$ cat config.mk
export PLATFORM = sky130hd
export DESIGN_NAME = prime_factorizer
export DESIGN_NICKNAME = d
export VERILOG_FILES = /design/src/sv/pf_pkg.sv /design/src/sv/prime_factorizer.sv
export SDC_FILE = /design/constraint.sdc
export NUM_CORES = 1
export LEC_CHECK = 0
export BUFFER_PORTS_ARGS = -buffer_cell sky130_fd_sc_hd__buf_4
export CAP_MARGIN = 20
export CORE_ASPECT_RATIO = 1.5
export CORE_MARGIN = 2
export CORE_UTILIZATION = 65
export CTS_CLUSTER_SIZE = 8
export DETAILED_ROUTE_END_ITERATION = 16
export GPL_ROUTABILITY_DRIVEN = 0
export GPL_TIMING_DRIVEN = 0
export PLACE_DENSITY = 0.84
export SYNTH_ARGS = -nofsm -noshare
export SYNTH_HDL_FRONTEND = slang
export SYNTH_SLANG_ARGS = --single-unit
$ cat constraint.sdc
create_clock -name clk_i -period 7.1 [get_ports clk_i]
set_input_delay 0.355 -clock clk_i [delete_from_list [all_inputs] [get_ports clk_i]]
set_output_delay 0.355 -clock clk_i [all_outputs]
set_load 0.005 [all_outputs]
$ cat src/sv/pf_pkg.sv
// pf_pkg: microcode step codes, control word type and program rom for the factorizer
// no dependencies
package pf_pkg;

  localparam int unsigned MAX_RESULTS = 16;
  localparam int unsigned CNT_W       = $clog2(MAX_RESULTS);
  localparam int unsigned STEP_W      = 4;

  localparam logic [STEP_W-1:0] STEP_IDLE      = 4'd0;
  localparam logic [STEP_W-1:0] STEP_CHK_SMALL = 4'd1;
  localparam logic [STEP_W-1:0] STEP_SQUARE    = 4'd2;
  localparam logic [STEP_W-1:0] STEP_TEST      = 4'd3;
  localparam logic [STEP_W-1:0] STEP_DIV_INIT  = 4'd4;
  localparam logic [STEP_W-1:0] STEP_DIV_STEP  = 4'd5;
  localparam logic [STEP_W-1:0] STEP_CHK_REM   = 4'd6;
  localparam logic [STEP_W-1:0] STEP_EMIT_FAC  = 4'd7;
  localparam logic [STEP_W-1:0] STEP_INC       = 4'd8;
  localparam logic [STEP_W-1:0] STEP_EMIT_LAST = 4'd9;

  typedef enum logic [2:0] {
    OP_NONE,
    OP_IDLE,
    OP_SQUARE,
    OP_DIV_INIT,
    OP_DIV_STEP,
    OP_EMIT_FAC,
    OP_INC,
    OP_EMIT_LAST
  } op_e;

  typedef enum logic [2:0] {
    C_NEXT,
    C_ALWAYS,
    C_NO_START,
    C_SMALL,
    C_STOP,
    C_DIV_RUN,
    C_REM_NZ
  } cond_e;

  typedef struct packed {
    op_e               op;
    cond_e             cond;
    logic [STEP_W-1:0] target;
  } ctrl_word_t;

  function automatic ctrl_word_t rom(input logic [STEP_W-1:0] step);
    ctrl_word_t w;
    w = '{op: OP_NONE, cond: C_ALWAYS, target: STEP_IDLE};
    unique case (step)
      STEP_IDLE:      w = '{op: OP_IDLE,      cond: C_NO_START, target: STEP_IDLE};
      STEP_CHK_SMALL: w = '{op: OP_NONE,      cond: C_SMALL,    target: STEP_EMIT_LAST};
      STEP_SQUARE:    w = '{op: OP_SQUARE,    cond: C_NEXT,     target: STEP_IDLE};
      STEP_TEST:      w = '{op: OP_NONE,      cond: C_STOP,     target: STEP_EMIT_LAST};
      STEP_DIV_INIT:  w = '{op: OP_DIV_INIT,  cond: C_NEXT,     target: STEP_IDLE};
      STEP_DIV_STEP:  w = '{op: OP_DIV_STEP,  cond: C_DIV_RUN,  target: STEP_DIV_STEP};
      STEP_CHK_REM:   w = '{op: OP_NONE,      cond: C_REM_NZ,   target: STEP_INC};
      STEP_EMIT_FAC:  w = '{op: OP_EMIT_FAC,  cond: C_ALWAYS,   target: STEP_SQUARE};
      STEP_INC:       w = '{op: OP_INC,       cond: C_ALWAYS,   target: STEP_SQUARE};
      STEP_EMIT_LAST: w = '{op: OP_EMIT_LAST, cond: C_ALWAYS,   target: STEP_IDLE};
      default:        w = '{op: OP_NONE,      cond: C_ALWAYS,   target: STEP_IDLE};
    endcase
    return w;
  endfunction

endpackage

$ cat src/sv/prime_factorizer.sv
// prime_factorizer: trial-division factorizer run by a microcoded sequencer
// depends on pf_pkg (step codes, control word type, program rom)
//
// usage: drive value_i and pulse start while busy is low; the request is taken at
// that edge. the block then emits the prime factors of value_i in nondecreasing
// order, one per cycle-wide pulse of valid_o on factor_o, with last_o set on the
// final one. values 0 and 1 come back unchanged as a single result with last_o.
// at most 16 results per value; a 16th carries the whole remaining cofactor.
// each trial divisor runs a square, a test, and a restoring divider that retires
// one quotient bit per cycle; on a trial that finds a factor, the emit step takes
// the place of the increment. a 16-bit prime near 65535 takes about 256 trials.
// the shared one-bit-per-cycle divider sets the pace. busy drops in the cycle the
// last result is shown, so the next request may be taken while that result is
// still on the outputs.
// results cannot be held off: each is valid for exactly one cycle.
// reset returns the sequencer to idle and clears valid_o; no request is kept.
module prime_factorizer #(
  parameter int unsigned VALUE_WIDTH = 16
) (
  input  logic                   clk_i,
  input  logic                   rst_ni,
  input  logic                   start,
  output logic                   busy,
  input  logic [VALUE_WIDTH-1:0] value_i,
  output logic                   valid_o,
  output logic [VALUE_WIDTH-1:0] factor_o,
  output logic                   last_o
);
  import pf_pkg::*;

  localparam int unsigned W      = VALUE_WIDTH;
  localparam int unsigned W2     = 2 * VALUE_WIDTH;
  localparam int unsigned DCNT_W = $clog2(VALUE_WIDTH);

  logic [STEP_W-1:0] pc_q, pc_d;
  ctrl_word_t        cw;
  logic              jump;

  logic [W-1:0]      rem_q;
  logic [W-1:0]      div_q;
  logic [W2-1:0]     sq_q;
  logic [W-1:0]      part_q;
  logic [W-1:0]      quo_q;
  logic [DCNT_W-1:0] dcnt_q;
  logic [CNT_W-1:0]  n_q;
  logic              valid_q;
  logic [W-1:0]      factor_q;
  logic              last_q;

  logic [W:0]        shifted;
  logic [W:0]        diff;
  logic              accept;

  assign cw     = rom(pc_q);
  assign busy   = (pc_q != STEP_IDLE);
  assign accept = start && !busy;

  always_comb begin
    unique case (cw.cond)
      C_NEXT:     jump = 1'b0;
      C_ALWAYS:   jump = 1'b1;
      C_NO_START: jump = !start;
      C_SMALL:    jump = (rem_q < W'(2));
      C_STOP:     jump = (sq_q > W2'(rem_q)) || (n_q == CNT_W'(MAX_RESULTS - 1));
      C_DIV_RUN:  jump = (dcnt_q != '0);
      C_REM_NZ:   jump = (part_q != '0);
      default:    jump = 1'b1;
    endcase
    pc_d = jump ? cw.target : pc_q + STEP_W'(1);
  end

  // one restoring division step
  assign shifted = {part_q, quo_q[W-1]};
  assign diff    = shifted - {1'b0, div_q};

  always_ff @(posedge clk_i or negedge rst_ni) begin
    if (!rst_ni) begin
      pc_q    <= STEP_IDLE;
      valid_q <= 1'b0;
    end else begin
      pc_q    <= pc_d;
      valid_q <= (cw.op == OP_EMIT_FAC) || (cw.op == OP_EMIT_LAST);
    end
  end

  always_ff @(posedge clk_i) begin
    unique case (cw.op)
      OP_IDLE: begin
        if (accept) begin
          rem_q <= value_i;
          div_q <= W'(2);
          n_q   <= '0;
        end
      end
      OP_SQUARE: begin
        sq_q <= W2'(div_q) * W2'(div_q);
      end
      OP_DIV_INIT: begin
        part_q <= '0;
        quo_q  <= rem_q;
        dcnt_q <= DCNT_W'(W - 1);
      end
      OP_DIV_STEP: begin
        if (!diff[W]) begin
          part_q <= diff[W-1:0];
          quo_q  <= {quo_q[W-2:0], 1'b1};
        end else begin
          part_q <= shifted[W-1:0];
          quo_q  <= {quo_q[W-2:0], 1'b0};
        end
        dcnt_q <= dcnt_q - DCNT_W'(1);
      end
      OP_EMIT_FAC: begin
        factor_q <= div_q;
        last_q   <= 1'b0;
        rem_q    <= quo_q;
        n_q      <= n_q + CNT_W'(1);
      end
      OP_INC: begin
        div_q <= div_q + W'(1);
      end
      OP_EMIT_LAST: begin
        factor_q <= rem_q;
        last_q   <= 1'b1;
      end
      OP_NONE: begin
      end
      default: begin
      end
    endcase
  end

  assign valid_o  = valid_q;
  assign factor_o = factor_q;
  assign last_o   = last_q;

endmodule

==> Word level (Yosys, flattened, before mapping) <==
Memory sizes are Yosys's and may differ from the RTL's.
Cells that the tools add are included.
{ "totals": {"ff_bits": 126, "mem_bits_ro": 160, "out_inout_bits": 19, "mem_count": 1} }
{ "mem_list": {"columns": ["name", "words", "width", "read_ports", "rd_ports_with_merged_regs", "write_ports", "line", "source"], "rows": [
  ["(no name shown)", 16, 10, 1, 0, 0, "pf_pkg.sv:50", "unique case (step)"]
]} }
{ "op_classes": {"addsub": 5, "n_mul": 1, "magnitude_cmp": 2, "eq_ne": 14, "muxes": 15, "reduce_logical": 15} }
{ "op_table": {"columns": ["op", "n"], "rows": [
  ["$pmux W16 S2", 5],
  ["$mux W16", 3],
  ["$gt A32 B16 Y1", 1],
  ["$mul A16 B16 Y32", 1],
  ["$eq A3 B3 Y1 const B", 7],
  ["$sub A17 B16 Y17", 1],
  ["$add A16 B1 Y16 const B", 1],
  ["$lt A16 B2 Y1 const B", 1],
  ["$pmux W4 S2", 2],
  ["$reduce_bool A16 Y1", 1],
  ["$eq A3 B2 Y1 const B", 4],
  ["$add A4 B1 Y4 const B", 2],
  ["$mux W4", 2],
  ["$reduce_bool A2 Y1", 4],
  ["$reduce_bool A4 Y1", 2],
  ["$pmux W1 S6", 1],
  ["$eq A4 B4 Y1 const B", 1],
  ["$reduce_and A2 Y1", 2],
  ["$sub A4 B1 Y4 const B", 1],
  ["$eq A3 B1 Y1 const B", 1],
  ["$logic_not A3 Y1", 1],
  ["$logic_not A1 Y1", 2],
  ["$logic_or A1 B1 Y1", 2],
  ["$ne A2 B2 Y1 const B", 1],
  ["3 further kinds", 3]
]} }

==> Logic depth before layout (Yosys ltp) <==
Gate-level depths: netlist (run 1).
{ "depth": {"depth_word": 5, "depth_mapped": 25} }

==> Worst setup path before layout (run 1) <==
Ideal clock, no wire load.
{ "synth_timing": {"path_kind": "flip-flop to flip-flop", "startpoint": "register div_q[9]", "endpoint": "register sq_q[31], data pin", "arrival_ps": 6215, "slack_ps": 626, "path_stages_with_launch": 26, "n_path_buf": 2, "cell_sequence": "edfxtp_1 -> clkbuf_1 -> inv_1 -> clkbuf_1 -> nor2_1 -> inv_1 -> fa_1 -> inv_1 -> fa_1 -> inv_1 -> fa_1 -> inv_1 -> fa_1 -> fa_1 -> inv_1 -> fa_1 -> inv_1 -> ha_1 -> nand4_1 -> nor2_1 -> a211o_1 -> o311a_1 -> nor3_1 -> o311ai_1 -> a21oi_1 -> xnor2_1"} }
{ "synth_via": {"elab_chain_cells": 1} }
{ "synth_rtl": {"columns": ["element", "line", "source"], "rows": [
  ["from (decl)", "prime_factorizer.sv:40", "logic [W-1:0] div_q;"],
  ["from (signal assigned)", "prime_factorizer.sv:120", "div_q <= div_q + W'(1);"],
  ["$mul A16 B16 Y32", "prime_factorizer.sv:96", "sq_q <= W2'(div_q) * W2'(div_q);"],
  ["to (signal assigned)", "prime_factorizer.sv:96", null],
  ["to (decl)", "prime_factorizer.sv:41", "logic [W2-1:0] sq_q;"]
]} }
No other way between the ends.
A chain may end at the register's enable or synchronous reset.

==> Worst setup path after layout (run 1) <==
{ "layout_timing": {"startpoint": "register div_q[1]", "endpoint": "register sq_q[31], data pin"} }
Same word-level chain as after synthesis.

==> results.ini, run 1 <==
[status]
status = finished clean

[clocking]
clockBufferDepth = 2
cts.sinks = 125
ctsRootBufferMaster = clkbuf_16
h-tree-depth = 4
cts_made_buffers = 17
cts_tree = done
clk_pin_slew_worst_paths_ps = 70
clock_latency_ps = 440

[floorplan]
dieArea_um2 = 22400
die_h_um = 182
core_area_um2 = 20900
start_util_pct = 65.8
top_level_ports = 38
die_w_um = 123
rows = 65

[cells_and_area]
fill_cells = 1336
drive_above_1_share_pct = 9.99
diodes = 0
fin_nets = 1796
design_area_um2 = 15200
area_delta_synth_final_pct = 10.5

[placement]
placed_area_um2 = 14500
dp_hpwl_um = 27500
port_buffers = 37

[flow_run]
cap_viol_max_count = 0

[hold_path]
hold_end = rem_q[2]
worstHoldStart = value_i[2]
hold_class = primary input to register
hold_depth = 2

[grt]
grt_pass1_vias = 11439
gr-total-overflow = 0
grt_max_degree = 32
antenna_found_initial = 0
grt_pass1_wl_um = 57600
track_usage_pct = 34.1

[worst_setup_path]
cp.arrival_ps = 7100
startpoint_type = register
rrSetupSlack_ps = 180
timing.rr.end = sq_q[31]
worstPathMaxFanout = 10
r2r-start = div_q[1]
path_class = register to register
endpoint_kind = register
required_ps = 7280
worstRegToRegCells = 20

[drt]
ant_nets = 0
dr.pass1.iters = 12
vias = 10588
drc = 0
dr.first_iter.drc_count = 1009
drt_wl_total_um = 35800
wire_per_inst_um = 20.5
viasPerCell = 6.05

[synth]
syn_area_um2 = 13700
syn_inst = 1400
syn_avg_cell_area_um2 = 9.82
synth-warning-count = 0
synthArstFlopShare_pct = 4.00
synth_edf_count = 120
synth-seq-cells = 125
yosysUniqueCellTypes = 60
mappedNetlistNets = 1727
ys.flop_type = edfxtp_1
synth-seq-area-share_pct = 27.1

[sta]
fin_skew_ps = 10.7
setup_viol = 0
rsz0062_at_grt = false
finalHoldViolCount = 0
slew_headroom_pct = 32.5
maxSlewViolCount = 0
layout_min_cycle_time_ps = 6920
worst_pin_slew_ps = 1000
fmax_ghz = 0.145
fin_crit_sh_pct = 97.4

-- Yosys cell counts (all sizes together), types with 2 or more instances --
library cell	instances	area share [%]
nor4	16	0.73
nand4	8	0.36
nor3b	2	0.11
o21bai	5	0.27
nor2	110	3.0
a21oi	49	1.8
a31o	2	0.13
a21o	26	1.4
o21ai	56	2.0
dfrtp	5	0.91
clkinv	2	0.055
nor2b	8	0.36
a211oi	10	0.62
o41ai	2	0.24
nand3b	2	0.11
xor2	15	0.96
nand2	149	4.1
mux2	16	1.3
and3	7	0.32
xnor2	54	3.6
nor3	14	0.51
nand4b	2	0.13
mux2i	19	1.4
ha	143	13
or3	5	0.23
or2	7	0.32
inv	291	7.9
o211a	2	0.15
a31oi	3	0.18
and2	2	0.091
buf	4	0.18
o31ai	5	0.31
nand3	18	0.66
fa	165	24
nand2b	7	0.32
edfxtp	120	26
o311ai	2	0.13
o21a	4	0.22
clkbuf	32	0.87
a41o	2	0.15
-- worst max-delay path: stages, from the launching register on --
cell,delay (ps)
edfxtp_1,540
clkbuf_2,330
nand2_1,120
fa_1,630
inv_1,90
fa_1,510
fa_1,560
fa_1,540
fa_1,550
inv_1,60
fa_1,540
inv_1,40
ha_1,380
nand4_1,180
nor2_1,100
a211o_1,320
o311a_4,410
nor3_2,250
o311ai_1,150
a21oi_1,220
xnor2_1,130
-- stage by stage --
step,hold slack (ps),util [%],setup slack (ps),instances,setup TNS [ps]
2_1_floorplan,59.4,-,626,1400,0
3_3_place_gp,162,68.7,-481,1705,-3090
3_5_place_dp,164,69.2,-661,1709,-5040
4_1_cts,214,72.0,8.60,1740,0
5_1_grt,218,72.7,44.1,1750,0
6_report,220,72.7,183,1750,0
-- metal layers --
layer	wire, um	up-vias	track usage, %
met2	18600	586	59.9
met1	11500	5124	35.2
met3	2770	210	7.56
met5	0	-	0
li1	-	4668	-
met4	2940	0	24.0
-- how the worst max path moves through the flow --
stage | from | depth (start not counted) | to | slack (ps)
6_report | div_q[1] | 20 | sq_q[31] | 180
3_3_place_gp | div_q[9] | 25 | sq_q[30] | -480
5_1_grt | div_q[10] | 22 | sq_q[24] | 40
3_5_place_dp | div_q[12] | 22 | sq_q[30] | -660
4_1_cts | div_q[10] | 20 | sq_q[31] | 9
2_1_floorplan | div_q[9] | 25 | sq_q[31] | 630
-- layout make-up --
| cell class | count | area (um^2) | area share, % |
|---|---|---|---|
| Buffer | 31 | 144 | 0.947 |
| Tap cell | 268 | 335 | 2.21 |
| Sequential cell | 125 | 3730 | 24.6 |
| Clock buffer | 19 | 433 | 2.85 |
| Timing Repair Buffer | 55 | 460 | 3.03 |
| Inverter | 293 | 1100 | 7.27 |
| Multi-Input combinational cell | 946 | 8840 | 58.2 |
| Clock inverter | 13 | 143 | 0.939 |
-- sequential cells by signal, summed over array words and instances (netlist names), 16 cells and up --
name	cells
factor_o	16
sq_q	31
rem_q	16
part_q	16
div_q	16
quo_q	16
-- cell families after synthesis --
| logic type | share of synthesized area, % |
|---|---|
| AND/OR/NAND/NOR | 11.4 |
| buffers and inverters | 9.05 |
| adder cells (fa/ha/maj) | 37.0 |
| AO/OA/AOI/OAI | 8.14 |
| flip-flops | 27.1 |
| XOR/XNOR | 4.53 |
| multiplexers | 2.69 |
-- timing repair --
item                                    CTS  global route
gates resized for setup                   6            27
setup buffers                             2            11
hold buffers                              1             0
endpoints found under the setup margin   14             9
hold endpoints to repair                  5             0
-- cell usage in the layout (no fill, tap or decap), drive strengths merged, types with 8 or more instances in the layout --
master / Yosys / layout
nor2: 110 / 110
edfxtp: 120 / 120
nor2b: 8 / 8
buf: 4 / 57
nor3: 14 / 14
clkbuf: 32 / 47
a21oi: 49 / 49
mux2i: 19 / 19
inv: 291 / 293
ha: 143 / 143
nand3: 18 / 18
o21ai: 56 / 56
fa: 165 / 165
nor4: 16 / 16
xor2: 15 / 15
mux2: 16 / 16
a211oi: 10 / 10
nand2: 149 / 149
a21o: 26 / 26
nand4: 8 / 8
xnor2: 54 / 54
Power of run 1 is left out: the tool's default activity adds up to more than one toggle a clock period on the data nets, which glitch-free logic cannot reach.
==> run 2, diff against run 1 <==
CORE_MARGIN = 5   (was 2)
==> run 2 against run 1 <==
Via count down 0.68%. Utilization down 0.71 points. Register-to-register slack lost 40 ps. Sequential share of layout area is 0.15 points higher. Critical path depth is 5 higher. Global-route usage shrank 4.3 points. Critical endpoint unchanged. Highest routed layer unchanged.
==> results.ini, run 2 (same netlist as run 1, synthesis figures left out) <==
[status]
status = finished clean  ; unchanged

[cells_and_area]
layout_common_cells = inv_1, fa_1, nand2_1, ha_1, edfxtp_1  ; unchanged
layout_commonest_cell = inv_1  ; unchanged
drive_above_1_share_pct = 9.49  ; was 9.99%
area_delta_synth_final_pct = 9.80  ; was 10.5%
largest_register = sq_q  ; unchanged
fin_nets = 1790  ; was 1796
diodes = 0  ; unchanged
largest_reg_flops = 31  ; unchanged

[clocking]
h-tree-depth = 4  ; unchanged
cts_tree = done  ; unchanged
ctsRootBufferMaster = clkbuf_16  ; unchanged
cts_made_buffers = 17  ; unchanged
clock_latency_ps = 440  ; about the same
clockBufferDepth = 2  ; unchanged
cts.sinks = 125  ; unchanged
clk_pin_slew_worst_paths_ps = 60  ; was 70 ps

[grt]
gr-total-overflow = 0  ; unchanged
track_usage_pct = 29.8  ; was 34.1%
grt_pass1_wl_um = 55700  ; was 57600 um
antenna_found_initial = 0  ; unchanged
grt_pass1_vias = 11405  ; was 11439
grt_max_degree = 32  ; unchanged

[drt]
vias = 10516  ; was 10588
ant_nets = 0  ; unchanged
dr.pass1.iters = 8  ; was 12
drc = 0  ; unchanged
dr.first_iter.drc_count = 803  ; was 1009
viasPerCell = 6.03  ; was 6.05
drt_wl_total_um = 34800  ; was 35800 um
wire_per_inst_um = 20.0  ; was 20.5 um

[worst_setup_path]
critPathMaxStageDelay_ps = 530  ; was 630 ps
endpoint_kind = register  ; unchanged
startpoint_type = register  ; unchanged
worstRegToRegCells = 25  ; was 20
cpMaxStageDelayCell = fa_1  ; unchanged
cp.arrival_ps = 7140  ; was 7100 ps
critical_path_depth = 25  ; was 20
required_ps = 7290  ; was 7280 ps
critPathTopFamily = adder cells  ; unchanged
critical_path_buf_inv_count = 9  ; was 4
worstPathMaxFanout = 10  ; unchanged
path_common_cell = inv_1  ; was fa_1
path_class = register to register  ; unchanged

[sta]
finalHoldViolCount = 0  ; unchanged
fmax_ghz = 0.144  ; was 0.145 GHz
layout_min_cycle_time_ps = 6960  ; was 6920 ps
setup_tns_ps = 0  ; unchanged
slew_headroom_pct = 38.8  ; was 32.5%
fin_crit_sh_pct = 98.0  ; was 97.4%
rsz0062_at_grt = true  ; was false
worst_pin_slew_ps = 916  ; was 1000 ps
fin_skew_ps = 7.41  ; was 10.7 ps
setup_viol = 0  ; unchanged
maxSlewViolCount = 0  ; unchanged

[floorplan]
start_util_pct = 65.5  ; was 65.8%
rows = 65  ; unchanged
top_level_ports = 38  ; unchanged
die_w_um = 129  ; was 123 um
dieArea_um2 = 24200  ; was 22400 um^2
core_area_um2 = 21000  ; was 20900 um^2
die_h_um = 188  ; was 182 um

[flow_run]
cap_viol_max_count = 0  ; unchanged

[hold_path]
hold_depth = 2  ; unchanged
hold_class = primary input to register  ; unchanged

[placement]
port_buffers = 37  ; unchanged
dp_hpwl_um = 27400  ; was 27500 um

## run 2: cell types whose count changed in the layout (fill, tap and decap cells not counted), sizes merged
cell,delta
buf,-4
clkbuf,-3
clkinv,+2
bufinv,-1
## run 2: path summary, 6_finish.rpt
check	endpoint	slack, ps	startpoint
setup / recovery	sq_q[31]	140	div_q[9]
hold / removal	rem_q[3]	220	value_i[3]
setup reg to reg	sq_q[31]	140	div_q[9]
hold reg to reg	quo_q[2]	560	quo_q[1]
max in group asynchronous	pc_q[1]	6730	rst_ni
min in group asynchronous	pc_q[0]	250	rst_ni
## run 2: through the flow
stage | hold slack, ps | setup slack (ps) | area, um^2 | util [%] | instances
floorplan | 59.4 | 626 | 13700 | - | 1400
global placement | 164 | -484 | 14400 | 68.4 | 1705
detailed placement | 166 | -572 | 14400 | 68.8 | 1709
CTS | 217 | 19.9 | 15000 | 71.7 | 1741
global route | 214 | -60.6 | 15100 | 71.9 | 1744
finish | 220 | 143 | 15100 | 71.9 | 1744
## run 2: layout make-up
type,instances,area [um^2]
Timing Repair Buffer,48,395
Clock buffer,18,429
Clock inverter,14,121
Fill cell,1361,5890
Inverter,293,1100
Multi-Input combinational cell,946,8830
Buffer,32,153
Tap cell,268,335
Sequential cell,125,3730
## run 2: layer usage
| layer | global-route usage [%] | wire length (um) | up-vias |
|---|---|---|---|
| met5 | 0 | 0 | - |
| met4 | 21.7 | 2590 | 0 |
| met3 | 4.82 | 2350 | 185 |
| met2 | 53.6 | 18800 | 587 |
| met1 | 30.5 | 11000 | 5083 |
| li1 | - | - | 4661 |
## run 2: what timing repair did
item                       CTS  global route
buffers inserted             0             6
setup endpoints to repair   13             9
hold endpoints to repair     5             0
hold buffers                 1             0
pin swaps                    1             1
resized for setup           10            27
Power of run 2 is left out for the same reason.
==> run 3, diff against run 2 <==
CORE_UTILIZATION = 40   (was 65)
PLACE_DENSITY = 0.56   (was 0.84)
==> run 3 against run 2 <==
Die area up 58%. Global-route usage is 11 points lower. Register-to-register slack better by 180 ps. Critical endpoint is now sq_q[27].
==> results.ini, run 3 (same netlist as run 1, synthesis figures left out) <==
[worst_setup_path]
r2r-start = div_q[4]  ; was div_q[9]
crit_chain = clkbuf_2 -> nand2_1 -> fa_1 -> inv_1 -> fa_1 -> fa_1 -> fa_1 -> fa_1 -> inv_1 -> fa_1 -> inv_1 -> ha_1 -> nand4_1 -> nor2_1 -> a211o_1 -> o311a_4 -> nor3_2 -> o21bai_1 -> a21oi_1 -> xnor2_1
required_ps = 7290  ; about the same
cp.arrival_ps = 6970  ; was 7140 ps
path_class = register to register  ; unchanged
critPathMaxStageDelay_ps = 600  ; was 530 ps
rrSetupSlack_ps = 320  ; was 140 ps
endpoint_kind = register  ; unchanged
critical_path_buf_inv_count = 4  ; was 9
worstRegToRegCells = 20  ; was 25
critPathTopFamily = adder cells  ; unchanged
path_common_cell = fa_1  ; was inv_1
startpoint_type = register  ; unchanged
cpMaxStageDelayCell = fa_1  ; unchanged
timing.rr.end = sq_q[27]  ; was sq_q[31]
worstPathMaxFanout = 10  ; unchanged

[sta]
slew_headroom_pct = 31.9  ; was 38.8%
rsz0062_at_grt = false  ; was true
setup_viol = 0  ; unchanged
whs_ps = 214  ; was 220 ps
maxSlewViolCount = 0  ; unchanged
layout_min_cycle_time_ps = 6780  ; was 6960 ps
fin_skew_ps = 12.1  ; was 7.41 ps
worst_pin_slew_ps = 1010  ; was 916 ps
setup_tns_ps = 0  ; unchanged
fmax_ghz = 0.147  ; was 0.144 GHz
worst_slack_ps = 319  ; was 143 ps
fin_crit_sh_pct = 95.5  ; was 98.0%
finalHoldViolCount = 0  ; unchanged

[drt]
ant_nets = 0  ; unchanged
drt_wl_total_um = 34600  ; was 34800 um
wire_per_inst_um = 18.2  ; was 20.0 um
viasPerCell = 5.17  ; was 6.03
dr.first_iter.drc_count = 515  ; was 803
drc = 0  ; unchanged
dr.pass1.iters = 5  ; was 8
vias = 9849  ; was 10516

[status]
status = finished clean  ; unchanged

[clocking]
cts_tree = done  ; unchanged
clk_pin_slew_worst_paths_ps = 70  ; was 60 ps
clock_latency_ps = 450  ; was 440 ps
h-tree-depth = 4  ; unchanged
ctsRootBufferMaster = clkbuf_16  ; unchanged
cts.sinks = 125  ; unchanged
clockBufferDepth = 2  ; unchanged
cts_made_buffers = 17  ; unchanged

[cells_and_area]
regArea_um2 = 3730  ; unchanged
fill_cells = 3276  ; was 1361
multi_input_area_um2 = 8850  ; was 8830 um^2
layout_common_cells = inv_1, fa_1, nand2_1, ha_1, edfxtp_1  ; unchanged
diodes = 0  ; unchanged
largest_reg_flops = 31  ; unchanged
largest_register = sq_q  ; unchanged
design_area_um2 = 15300  ; was 15100 um^2
layout_commonest_cell = inv_1  ; unchanged
drive_above_1_share_pct = 10.1  ; was 9.49%
area_delta_synth_final_pct = 11.5  ; was 9.80%
fin_nets = 1793  ; was 1790

[hold_path]
hold_depth = 2  ; unchanged
hold_class = primary input to register  ; unchanged
worstHoldStart = value_i[14]  ; was value_i[3]
hold_end = rem_q[14]  ; was rem_q[3]

[placement]
port_buffers = 37  ; unchanged
pre_cts_ws_ps = -750  ; was -572 ps
placed_area_um2 = 14600  ; was 14400 um^2
dp_hpwl_um = 28900  ; was 27400 um

[floorplan]
core_area_um2 = 34100  ; was 21000 um^2
die_w_um = 161  ; was 129 um
start_util_pct = 40.4  ; was 65.5%
die_h_um = 237  ; was 188 um
top_level_ports = 38  ; unchanged
dieArea_um2 = 38300  ; was 24200 um^2
rows = 83  ; was 65

[grt]
grt_pass1_wl_um = 56200  ; was 55700 um
grt_max_degree = 32  ; unchanged
grt_pass1_vias = 10571  ; was 11405
gr-total-overflow = 0  ; unchanged
antenna_found_initial = 0  ; unchanged
track_usage_pct = 19.0  ; was 29.8%

[flow_run]
cap_viol_max_count = 0  ; unchanged

-- run 3: changes by cell type in the layout (fill, tap and decap cells not counted), sizes merged --
cell	change
bufinv	-1
clkinvlp	-2
clkinv	+1
buf	+3
inv	+3
clkbuf	-1
-- run 3: timing repair --
action,in CTS,in global routing
pin swaps,1,1
buffers inserted,2,8
hold buffers,1,0
endpoints found under the hold margin,5,0
resized for setup,14,22
setup endpoints to repair,14,8
-- run 3: per-layer routing --
layer  share of wire, %  vias to the layer above  global-route usage, %
met1                 36                     4946                   19.8
li1                   -                     4672                      -
met4                4.1                        0                   8.72
met3                2.4                       60                   1.76
met5                  0                        -                      0
met2                 57                      171                   37.5
-- run 3: cell type report --
class                   count  area share [%]
multi-input cells         946            57.8
flip-flops and latches    125            24.3
inverters                 293            7.18
well taps                 425            3.47
clock buffers              17            2.78
repair buffers             51            2.74
plain buffers              32           0.996
clock inverters            15           0.751
-- run 3: worst max path at each step --
stage / start / endpoint / slack (ps) / depth (start not counted)
after detailed placement: div_q[12] / sq_q[30] / -750 / 22
final: div_q[4] / sq_q[27] / 320 / 20
after global routing: div_q[9] / sq_q[28] / 10 / 26
after global placement: div_q[9] / sq_q[30] / -700 / 25
after CTS: div_q[9] / sq_q[30] / 20 / 26
after floorplan: div_q[9] / sq_q[31] / 630 / 25
-- run 3: per-stage QoR --
step | util (%) | instances
after floorplan | - | 1400
after global placement | 42.7 | 1862
after detailed placement | 43.0 | 1865
after CTS | 44.8 | 1899
after global routing | 45.0 | 1904
final | 45.0 | 1904
-- run 3: worst register-to-register path, delay by kind of cell, from the launching register on --
family | cells | cell delay [ps]
AOI/OAI and AO/OA | 4 | 1050
xor gates and xnor gates | 1 | 100
adders and majority gates | 7 | 3610
buffers and inverters | 4 | 510
DFF | 1 | 590
and+or+nand+nor | 4 | 660
Power of run 3 is left out for the same reason.
